**src/hdl/i2rd_pkg.sv**
```systemverilog
// shared types, constants and a function for the radix text converter
`timescale 1ns / 1ps
package i2rd_pkg;
   localparam int VALUE_WIDTH = 32;
   localparam int RADIX_WIDTH = 6;
   localparam int CHAR_WIDTH  = 7;
   localparam int DIGIT_WIDTH = 6;
   localparam int NUM_CELLS   = VALUE_WIDTH + 1;
   localparam int COUNT_WIDTH = $clog2(NUM_CELLS + 1);
   localparam int DIV_STEPS   = VALUE_WIDTH;
   localparam int STEP_WIDTH  = $clog2(DIV_STEPS + 1);
   localparam logic [RADIX_WIDTH-1:0] MIN_RADIX = 6'd2;
   localparam logic [RADIX_WIDTH-1:0] MAX_RADIX = 6'd36;
   localparam logic [CHAR_WIDTH-1:0]  MINUS_CHAR = 7'h2D;

   // character handed between neighbouring cells
   typedef struct packed {
      logic                  valid;
      logic [CHAR_WIDTH-1:0] char_code;
   } cell_data_type;

   // digit value to ascii
   function automatic logic [CHAR_WIDTH-1:0] digit_char(
      input logic [DIGIT_WIDTH-1:0] digit, input logic upper);
      logic [CHAR_WIDTH-1:0] base;
      begin
         base = upper ? 7'h37 : 7'h57;
         if (digit < 6'd10) digit_char = 7'h30 + CHAR_WIDTH'(digit);
         else               digit_char = base + CHAR_WIDTH'(digit);
      end
   endfunction
endpackage

```
**src/hdl/i2rd_cell.sv**
```systemverilog
// one cell of the character stack: loads from the left on push, from the right on pop
`timescale 1ns / 1ps
module i2rd_cell (
   input  logic                    clock,
   input  logic                    reset,
   input  logic                    push,
   input  logic                    pop,
   input  i2rd_pkg::cell_data_type left_data,
   input  i2rd_pkg::cell_data_type right_data,
   output i2rd_pkg::cell_data_type data
);
   i2rd_pkg::cell_data_type data_ff, data_in;

   // push moves words away from the head, pop pulls them back toward it
   always_comb begin
      data_in = data_ff;
      if (push)     data_in = left_data;
      else if (pop) data_in = right_data;
   end

   always_ff @(posedge clock) begin
      if (reset) data_ff <= '0;
      else       data_ff <= data_in;
   end

   assign data = data_ff;
endmodule

```
**src/hdl/i2rd_divider.sv**
```systemverilog
// restoring divider, one quotient bit a cycle while busy
`timescale 1ns / 1ps
module i2rd_divider (
   input  logic                                clock,
   input  logic                                reset,
   input  logic                                start,
   input  logic [i2rd_pkg::VALUE_WIDTH-1:0]    dividend,
   input  logic [i2rd_pkg::RADIX_WIDTH-1:0]    divisor,
   output logic                                done,
   output logic [i2rd_pkg::VALUE_WIDTH-1:0]    quotient,
   output logic [i2rd_pkg::DIGIT_WIDTH-1:0]    remainder
);
   logic [i2rd_pkg::VALUE_WIDTH-1:0] quot_ff, quot_in;
   logic [i2rd_pkg::RADIX_WIDTH:0]   rem_ff, rem_in, trial;
   logic [i2rd_pkg::STEP_WIDTH-1:0]  step_ff, step_in;
   logic                             busy_ff, busy_in, done_ff, done_in;

   // load the dividend on start, else shift one dividend bit into the partial remainder
   always_comb begin
      quot_in = quot_ff;
      rem_in  = rem_ff;
      step_in = step_ff;
      busy_in = busy_ff;
      done_in = 1'b0;
      trial   = {rem_ff[i2rd_pkg::RADIX_WIDTH-1:0], quot_ff[i2rd_pkg::VALUE_WIDTH-1]};
      if (start) begin
         quot_in = dividend;
         rem_in  = '0;
         step_in = '0;
         busy_in = 1'b1;
      end else if (busy_ff) begin
         quot_in = {quot_ff[i2rd_pkg::VALUE_WIDTH-2:0], 1'b0};
         if (trial >= {1'b0, divisor}) begin
            rem_in     = trial - {1'b0, divisor};
            quot_in[0] = 1'b1;
         end else begin
            rem_in = trial;
         end
         step_in = step_ff + 1'b1;
         if (step_ff == i2rd_pkg::STEP_WIDTH'(i2rd_pkg::DIV_STEPS - 1)) begin
            busy_in = 1'b0;
            done_in = 1'b1;
         end
      end
   end

   always_ff @(posedge clock) begin
      if (reset) begin
         busy_ff <= 1'b0;
         done_ff <= 1'b0;
      end else begin
         busy_ff <= busy_in;
         done_ff <= done_in;
      end
      quot_ff <= quot_in;
      rem_ff  <= rem_in;
      step_ff <= step_in;
   end

   assign done      = done_ff;
   assign quotient  = quot_ff;
   assign remainder = rem_ff[i2rd_pkg::DIGIT_WIDTH-1:0];
endmodule

```
**src/hdl/integer_to_radix_digits.sv**
```systemverilog
// digits are found least significant first
// a bad radix shows its single zero word in the cycle after it is taken
// output: one word a cycle from the head cell of the character stack while the receiver is ready
// one number at a time; the next number is taken after the last word
// reset: synchronous, clears the controller state, count and flags, the divider's busy and done flags and every cell
`timescale 1ns / 1ps
module integer_to_radix_digits (
   input  logic        clock,
   input  logic        reset,
   input  logic        req_tvalid,
   output logic        req_tready,
   input  logic [31:0] req_tdata,   // value
   input  logic [6:0]  req_tuser,   // radix, upper_case
   output logic        rsp_tvalid,
   input  logic        rsp_tready,
   output logic [7:0]  rsp_tdata,   // character, zero pad
   output logic        rsp_tlast,   // last
   output logic        rsp_tuser    // bad_base
);
   localparam logic [1:0] ST_IDLE = 2'd0;
   localparam logic [1:0] ST_DIV  = 2'd1;
   localparam logic [1:0] ST_WAIT = 2'd2;
   localparam logic [1:0] ST_OUT  = 2'd3;

   localparam int N  = i2rd_pkg::NUM_CELLS;
   localparam int VW = i2rd_pkg::VALUE_WIDTH;

   logic [1:0]                         state_ff, state_in;
   logic [VW-1:0]                      mag_ff, mag_in;
   logic [i2rd_pkg::RADIX_WIDTH-1:0]   radix_ff, radix_in;
   logic                               upper_ff, upper_in, neg_ff, neg_in;
   logic                               bad_ff, bad_in;
   logic [i2rd_pkg::COUNT_WIDTH-1:0]   count_ff, count_in;
   logic                               div_start, div_done;
   logic [VW-1:0]                      quotient;
   logic [i2rd_pkg::DIGIT_WIDTH-1:0]   remainder;
   logic                               push, pop, accept_in, accept_out;
   i2rd_pkg::cell_data_type            head_data;
   i2rd_pkg::cell_data_type            cell_q [N];
   i2rd_pkg::cell_data_type            push_word;

   assign accept_in  = req_tvalid && req_tready;
   assign accept_out = rsp_tvalid && rsp_tready;
   assign req_tready = (state_ff == ST_IDLE);

   i2rd_divider u_divider (
      .clock(clock), .reset(reset), .start(div_start), .dividend(mag_ff),
      .divisor(radix_ff), .done(div_done), .quotient(quotient), .remainder(remainder)
   );

   // controller: divide, push each digit, then the sign, then drain; a bad radix pushes one zero word and drains
   always_comb begin
      state_in  = state_ff;
      mag_in    = mag_ff;
      radix_in  = radix_ff;
      upper_in  = upper_ff;
      neg_in    = neg_ff;
      bad_in    = bad_ff;
      count_in  = count_ff;
      div_start = 1'b0;
      push      = 1'b0;
      push_word = '0;
      pop       = 1'b0;
      unique case (state_ff)
         ST_IDLE: begin
            if (accept_in) begin
               radix_in = req_tuser[5:0];
               upper_in = req_tuser[6];
               neg_in   = req_tdata[VW-1];
               mag_in   = req_tdata[VW-1] ? (VW'(0) - req_tdata) : req_tdata;
               bad_in   = (req_tuser[5:0] < i2rd_pkg::MIN_RADIX) ||
                          (req_tuser[5:0] > i2rd_pkg::MAX_RADIX);
               count_in = '0;
               if (bad_in) begin
                  // a bad radix never carries a sign
                  neg_in    = 1'b0;
                  push      = 1'b1;
                  push_word = '{valid: 1'b1, char_code: '0};
                  count_in  = i2rd_pkg::COUNT_WIDTH'(1);
                  state_in  = ST_OUT;
               end else begin
                  state_in  = ST_DIV;
               end
            end
         end
         ST_DIV: begin
            div_start = 1'b1;
            state_in  = ST_WAIT;
         end
         ST_WAIT: begin
            if (div_done) begin
               push      = 1'b1;
               push_word = '{valid: 1'b1,
                             char_code: i2rd_pkg::digit_char(remainder, upper_ff)};
               count_in  = count_ff + 1'b1;
               mag_in    = quotient;
               if (quotient != '0) begin
                  state_in = ST_DIV;
               end else begin
                  state_in = ST_OUT;
                  neg_in   = 1'b0;
                  if (neg_ff) neg_in = 1'b1;
               end
            end
         end
         ST_OUT: begin
            if (neg_ff) begin
               push      = 1'b1;
               push_word = '{valid: 1'b1, char_code: i2rd_pkg::MINUS_CHAR};
               count_in  = count_ff + 1'b1;
               neg_in    = 1'b0;
            end else if (accept_out) begin
               pop      = 1'b1;
               count_in = count_ff - 1'b1;
               if (count_ff == i2rd_pkg::COUNT_WIDTH'(1)) state_in = ST_IDLE;
            end
         end
         default: state_in = ST_IDLE;
      endcase
   end

   always_ff @(posedge clock) begin
      if (reset) begin
         state_ff <= ST_IDLE;
         count_ff <= '0;
         neg_ff   <= 1'b0;
         bad_ff   <= 1'b0;
      end else begin
         state_ff <= state_in;
         count_ff <= count_in;
         neg_ff   <= neg_in;
         bad_ff   <= bad_in;
      end
      mag_ff   <= mag_in;
      radix_ff <= radix_in;
      upper_ff <= upper_in;
   end

   // row of cells; cell 0 is the head, the most recent word
   for (genvar i = 0; i < N; i++) begin : g_cell
      i2rd_cell u_cell (
         .clock(clock), .reset(reset), .push(push), .pop(pop),
         .left_data((i == 0) ? push_word : cell_q[(i == 0) ? 0 : i-1]),
         .right_data((i == N-1) ? '0 : cell_q[(i == N-1) ? i : i+1]),
         .data(cell_q[i])
      );
   end

   assign head_data  = cell_q[0];
   assign rsp_tvalid = (state_ff == ST_OUT) && !neg_ff && head_data.valid;
   assign rsp_tdata  = {1'b0, head_data.char_code};
   assign rsp_tlast  = (count_ff == i2rd_pkg::COUNT_WIDTH'(1));
   assign rsp_tuser  = bad_ff;
endmodule

```
**config.mk**
```make
export PLATFORM = sky130hd
export DESIGN_NAME = integer_to_radix_digits
export DESIGN_NICKNAME = d
export VERILOG_FILES = /design/src/hdl/i2rd_pkg.sv /design/src/hdl/i2rd_cell.sv /design/src/hdl/i2rd_divider.sv /design/src/hdl/integer_to_radix_digits.sv
export SDC_FILE = /design/constraint.sdc
export NUM_CORES = 1
export LEC_CHECK = 0
export BUFFER_PORTS_ARGS = -buffer_cell sky130_fd_sc_hd__buf_2
export CAP_MARGIN = 20
export CORE_ASPECT_RATIO = 0.5
export CORE_MARGIN = 4
export CORE_UTILIZATION = 30
export CTS_CLUSTER_DIAMETER = 60
export DETAILED_ROUTE_END_ITERATION = 10
export SLEW_MARGIN = 20
export SYNTH_ARGS = -nofsm -noshare
export SYNTH_HDL_FRONTEND = slang
export SYNTH_SLANG_ARGS = --single-unit
```
**constraint.sdc**
```tcl
create_clock -name clock -period 4.9 [get_ports clock]
set_clock_uncertainty 0.15 [all_clocks]
set_input_delay 0.735 -clock clock [delete_from_list [all_inputs] [get_ports clock]]
set_output_delay 0.735 -clock clock [all_outputs]
set_load 0.005 [all_outputs]
```
; ---- Yosys cells after proc, flatten, opt, wreduce, memory -nomap -nowiden
; Cells that the tools add are included.
[classes]
n_addsub = 7
n_lt_le_gt_ge = 4
n_eq_ne = 12
mux = 113
n_bitwise = 1
n_reduce_logical = 18
[op_table]
columns = operator, n
row1 = 8-bit 2-to-1 mux, 70
row2 = 32-bit 2-to-1 mux, 5
row3 = 32-bit case mux with 2 select lines, 1
row4 = 32-bit nonzero test, 1
row5 = 1-bit by 32-bit subtractor with 32-bit output (first input constant), 1
row6 = 6-bit 2-to-1 mux, 5
row7 = 8-bit case mux with 3 select lines, 1
row8 = 1-bit 2-to-1 mux, 18
row9 = 6-bit case mux with 3 select lines, 1
row10 = 2-bit 2-to-1 mux, 7
row11 = 7-bit 2-to-1 mux, 2
row12 = 6-bit by 1-bit adder with 6-bit output (second input constant), 2
row13 = 2-bit != test (second input constant), 4
row14 = 2-bit case mux with 4 select lines, 1
row15 = 4-bit AND reduction, 2
row16 = 6-bit by 6-bit adder with 7-bit output (first input constant), 1
row17 = 7-bit by 6-bit adder with 7-bit output, 1
row18 = 7-bit by 6-bit greater-or-equal comparator with 1-bit output, 1
row19 = 6-bit by 1-bit == test with 1-bit output (second input constant), 1
row20 = 6-bit by 5-bit == test with 1-bit output (second input constant), 1
row21 = 6-bit greater-than comparator (second input constant), 1
row22 = 6-bit by 2-bit less-than comparator with 1-bit output (second input constant), 1
row23 = 6-bit by 4-bit less-than comparator with 1-bit output (second input constant), 1
row24 = 1-bit case mux with 3 select lines, 2
row25 = other kinds (17), 24
[totals]
regBits = 359
in_bits = 43
wordCells = 233

; ---- Logic depth before layout (Yosys ltp)
[depth]
depth_word = 9
mapped_depth = 10
ltp_nobuf = 9

; ---- Hierarchy
; Synthesis repeated with hierarchy kept, for this count alone.
[hier_totals]
hier_cells = 1692
area_unflattened_um2 = 17837.1
[by_module_without_submodules]
columns = module, instances, cells_per_inst, area_per_inst_um2
row1 = i2rd_cell, 33, 35, 369.1
row2 = integer_to_radix_digits, 1, 363, 3412.0
row3 = i2rd_divider, 1, 174, 2244.7

; ---- Least setup slack after synthesis
; No wires, ideal clock.
[synth_timing]
path_type = reg-to-reg
from = register state_ff[0]
to = register mag_ff[0], enable pin
t_arrival_ns = 3.073
slack_ns = 1.256
stages_incl_launch_ff = 9
period_less_slack_ns = 3.644
cell_sequence = dfxtp_1 inv_1 ha_1 clkbuf_1 clkbuf_1 clkbuf_1 buf_1 nor2_1 nor2_1
[synth_between]
elab_chain_cells = 4
[synth_lines]
columns = element, line_no
row1 = start: declaration, integer_to_radix_digits.sv:28  ; logic [1:0] state_ff, state_in;
row2 = start signal: assignment, integer_to_radix_digits.sv:129  ; state_ff <= state_in;
row3 = 2-bit logical NOT, "integer_to_radix_digits.sv:44, integer_to_radix_digits.sv:64"
row4 = 1-bit logical AND, integer_to_radix_digits.sv:42  ; assign accept_in = req_tvalid && req_tready;
row5 = 2-bit by 1-bit != test with 1-bit output (no source line), -
row6 = 3-bit AND reduction (no source line) (*), -
row7 = end signal: assignment, integer_to_radix_digits.sv:134  ; mag_ff <= mag_in;
row8 = end: declaration, integer_to_radix_digits.sv:29  ; logic [VW-1:0] mag_ff, mag_in;
; Mark *: on every way between the ends. The rest lies on a longest branch, timed or not.
; A chain may end at the register's enable or synchronous reset.

; ---- Final worst setup path
[layout_timing]
from = register state_ff[0]
to = register g_cell[25].u_cell.data_ff (netlist bit g_cell[25].u_cell.data[0])
[layout_between]
elab_chain_cells = 8
[layout_lines]
columns = element, line_no
row1 = 2-bit == test, "integer_to_radix_digits.sv:64, integer_to_radix_digits.sv:150"
row2 = 1-bit logical AND (2 in series), integer_to_radix_digits.sv:150  ; assign rsp_tvalid = (state_ff == ST_OUT) && !neg_ff && head_data.valid;
row3 = 1-bit logical AND, integer_to_radix_digits.sv:43  ; assign accept_out = rsp_tvalid && rsp_tready;
row4 = 1-bit 2-to-1 mux, integer_to_radix_digits.sv:112  ; end else if (accept_out) begin
row5 = 1-bit 2-to-1 mux, integer_to_radix_digits.sv:107  ; if (neg_ff) begin
row6 = 1-bit 2-to-1 mux, integer_to_radix_digits.sv:64  ; unique case (state_ff)
row7 = 2-bit nonzero test (no source line), -
row8 = end signal: assignment, i2rd_cell.sv:23  ; else data_ff <= data_in;
row9 = end: declaration, i2rd_cell.sv:12  ; i2rd_pkg::cell_data_type data_ff, data_in;
; Several ways; a longest one is shown, not always the timed one.

==> results by group <==
Critical path
  • CP Cell Sequence: ha_1 -> and2_1 -> a21oi_4 -> buf_4 -> buf_4 -> a211oi_1 -> a311oi_1
  • Max incr delay on CP: 840 ps
  • CP Data Required Time: 5160 ps
  • Most frequent CP cell: buf_4
  • WP data arrival: 3910 ps
  • CP startpoint kind: flop
  • Setup crit end kind: flop
  • CP max stage cell: buf_4
  • Max FO, Critical Path: 85
  • Critical path type: reg -> reg

Finish
  • Area grow syn2layout: 11.0%
  • Most frequent cells in the layout: nand2_1 (558), dfxtp_1 (288), a311oi_1 (251), a211oi_1 (250), edfxtp_1 (71)
  • Final core occ: 34.1%
  • Ratio of cells with drive above 1 in the final layout: 9.70%
  • Design area: 19,800 um2
  • Nets: 2,007
  • Final std cells w/o fill: 2,738
  • Ant. Diodes: 0
  • Commonest non-fill, non-tap cell in the layout: nand2_1

Clocking
  • # hold bufs at CTS: 0
  • CTS max path bufs: 3
  • CTS Sinks: 359
  • H-tree Lvls: 2
  • Clock Tree Root: clkbuf_16
  • CTS tree: done
  • Post CTS Setup Buffer Count: 0
  • Worst-Skew Late Latency: 520 ps
  • Post_cts resized: 0
  • Worst-path clk slew: 60 ps
  • Cts bufs inserted: 39

Timing
  • Hold slack: 238 ps
  • Minimum clock period: 3640 ps
  • Final WS setup: 1260 ps
  • Max Clock Freq: 274 MHz
  • Max Slew Vio Count: 0
  • Setup TNS: 0 ps
  • Final hold vios: 0
  • Slew @ Worst Pin: 1120 ps
  • Rel. slew slack: 25.2%
  • Final Cycle Share: 74.4%
  • Unrepaired setup endpoints after global routing: no
  • Setup violations, final: 0

Logic synthesis
  • Register area share after synthesis: 44.2%
  • Ys Warns: 0
  • Async S/R FF share, synth: 0%
  • Post-Syn Instances: 2,050
  • Avg Inst Size Synth: 8.72 um2
  • Post-synth top flop: dfxtp_1
  • Syn_nets: 2,115
  • Synth Register Bits: 359
  • Synthesized cell area: 17,900 um2
  • Netlist cell types: 69
  • EDFF count, synth: 71

Placement
  • Place WS: 1390 ps
  • Port Buf Inserts: 53
  • Placed cell count: 2,668
  • Gpl congestion: 0.747
  • Placed Area: 18,500 um2
  • HPWL after detailed placement: 23,600 um

Drt
  • # DRC: 0
  • DR vias/cell: 5.55
  • Final ANT Viol Nets: 0
  • Wire per inst: 16.2 um
  • 1st-iter DRT viols: 1,759
  • Drt pass-1 iters: 5
  • Vias: 15,186
  • Total routed wirelength: 44,300 um

Floorplanning
  • Boundary pin count: 55
  • Placeable Area: 58,200 um2
  • Site Rows: 62
  • Die Width: 353 um
  • Starting Density: 30.7%
  • DIE HEIGHT: 181 um
  • Die area: 63,800 um2

Global route
  • Global-route wire length before repair: 75,000 um
  • Antenna violations before repair: 0
  • Number of global-route vias before repair: 14,272
  • GR Util All Layers: 13.2%
  • Overflow left after global routing: 0
  • Largest net degree at the start of global routing: 216

Worst hold path
  • Tightest Hold Check Type: in -> reg

Power and ir drop
  • P per Cell Area: 547 nW/um2
  • Leakage: 6.12 nW
  • Power Total: 10.9 mW
  • Worst IR drop on VDD: 0.221 mV

Status
  • Status: finished clean

Flow run
  • Max Cap Viol: 0
-- cell families after synthesis --
group	share of synthesized area, %
AO/OA/AOI/OAI	27.9
XOR/XNOR	1.76
adder cells (fa/ha/maj)	1.58
buffers and inverters	5.60
flip-flops	44.2
multiplexers	3.22
other	0.0210
AND/OR/NAND/NOR	15.8
-- worst paths after layout --
kind | start | endpoint | slack (ps) | cells after the start
max reg2reg | state_ff[0] | g_cell[25].u_cell.data[0] | 1260 | 7
min reg2reg | g_cell[32].u_cell.data[7] | g_cell[32].u_cell.data[7] | 320 | 2
max | state_ff[0] | g_cell[25].u_cell.data[0] | 1260 | 7
min | req_tuser[6] | upper_ff | 240 | 1
-- synth_stat cells (3+ instances only) --
library cell	instances	share of area [%]
a211oi_1	250	10
a21o_1	3	0.13
a21oi_1	25	0.70
a221oi_1	3	0.15
a311oi_1	251	12
and2_1	3	0.10
buf_1	17	0.36
buf_2	9	0.25
buf_4	8	0.34
clkbuf_1	196	4.1
dfxtp_1	288	32
edfxtp_1	71	12
ha_1	21	1.5
inv_1	21	0.44
mux2_2	36	2.3
mux2i_1	17	0.95
nand2_1	559	12
nand2b_1	7	0.24
nand3_1	16	0.45
nand4_1	7	0.24
nand4b_1	3	0.15
nor2_1	39	0.82
nor2b_1	7	0.24
nor3_1	12	0.34
nor4_1	13	0.45
nor4b_1	3	0.15
o211ai_1	4	0.17
o21ai_0	44	1.2
o221ai_1	3	0.15
o311ai_0	4	0.20
o31ai_1	9	0.38
o32ai_1	3	0.15
o41ai_1	6	0.29
or2_2	3	0.10
or3_1	8	0.28
or4_1	3	0.13
xnor2_1	11	0.54
xor2_1	25	1.2
-- layout make-up --
cell class	instances	area, um2
Tap cell	768	961
Sequential cell	359	7900
Inverter	23	86.3
Fill cell	5947	38300
Multi-Input combinational cell	1437	9040
Clock inverter	10	116
Timing Repair Buffer	82	562
Clock buffer	59	1190
-- power breakdown --
group / internal (mW) / total (mW) / switching, mW
sequential: 4.05 / 4.68 / 0.629
combinational: 1.25 / 3.20 / 1.95
clock: 1.78 / 2.99 / 1.21
-- layer usage --
| layer | track usage (%) | share of wire [%] | wire, um |
|---|---|---|---|
| met5 | 0 | 0 | 0 |
| met4 | 3.28 | 1.8 | 789 |
| met3 | 1.73 | 4.0 | 1780 |
| met2 | 19.8 | 44 | 19500 |
| met1 | 19.9 | 50 | 22200 |
-- worst max-delay path, delay by kind of cell, from the launching register on --
kind	cells	cell delay (ps)
buffers and inverters	2	1540
AOI/OAI and AO/OA	3	680
DFF	1	370
adders and majority gates	1	330
and+or+nand+nor	1	320
-- registers in the layout, summed over array words and instances, names as in the netlist --
register            count
g_cell.u_cell.data    264
mag_ff                 32
u_divider.quotient     32
count_ff                6
radix_ff                6
u_divider.rem_ff        6
u_divider.step_ff       6
state_ff                2
neg_ff                  1
rsp_tuser               1
u_divider.busy_ff       1
u_divider.done          1
upper_ff                1
Power figures use the tool's default switching activity.
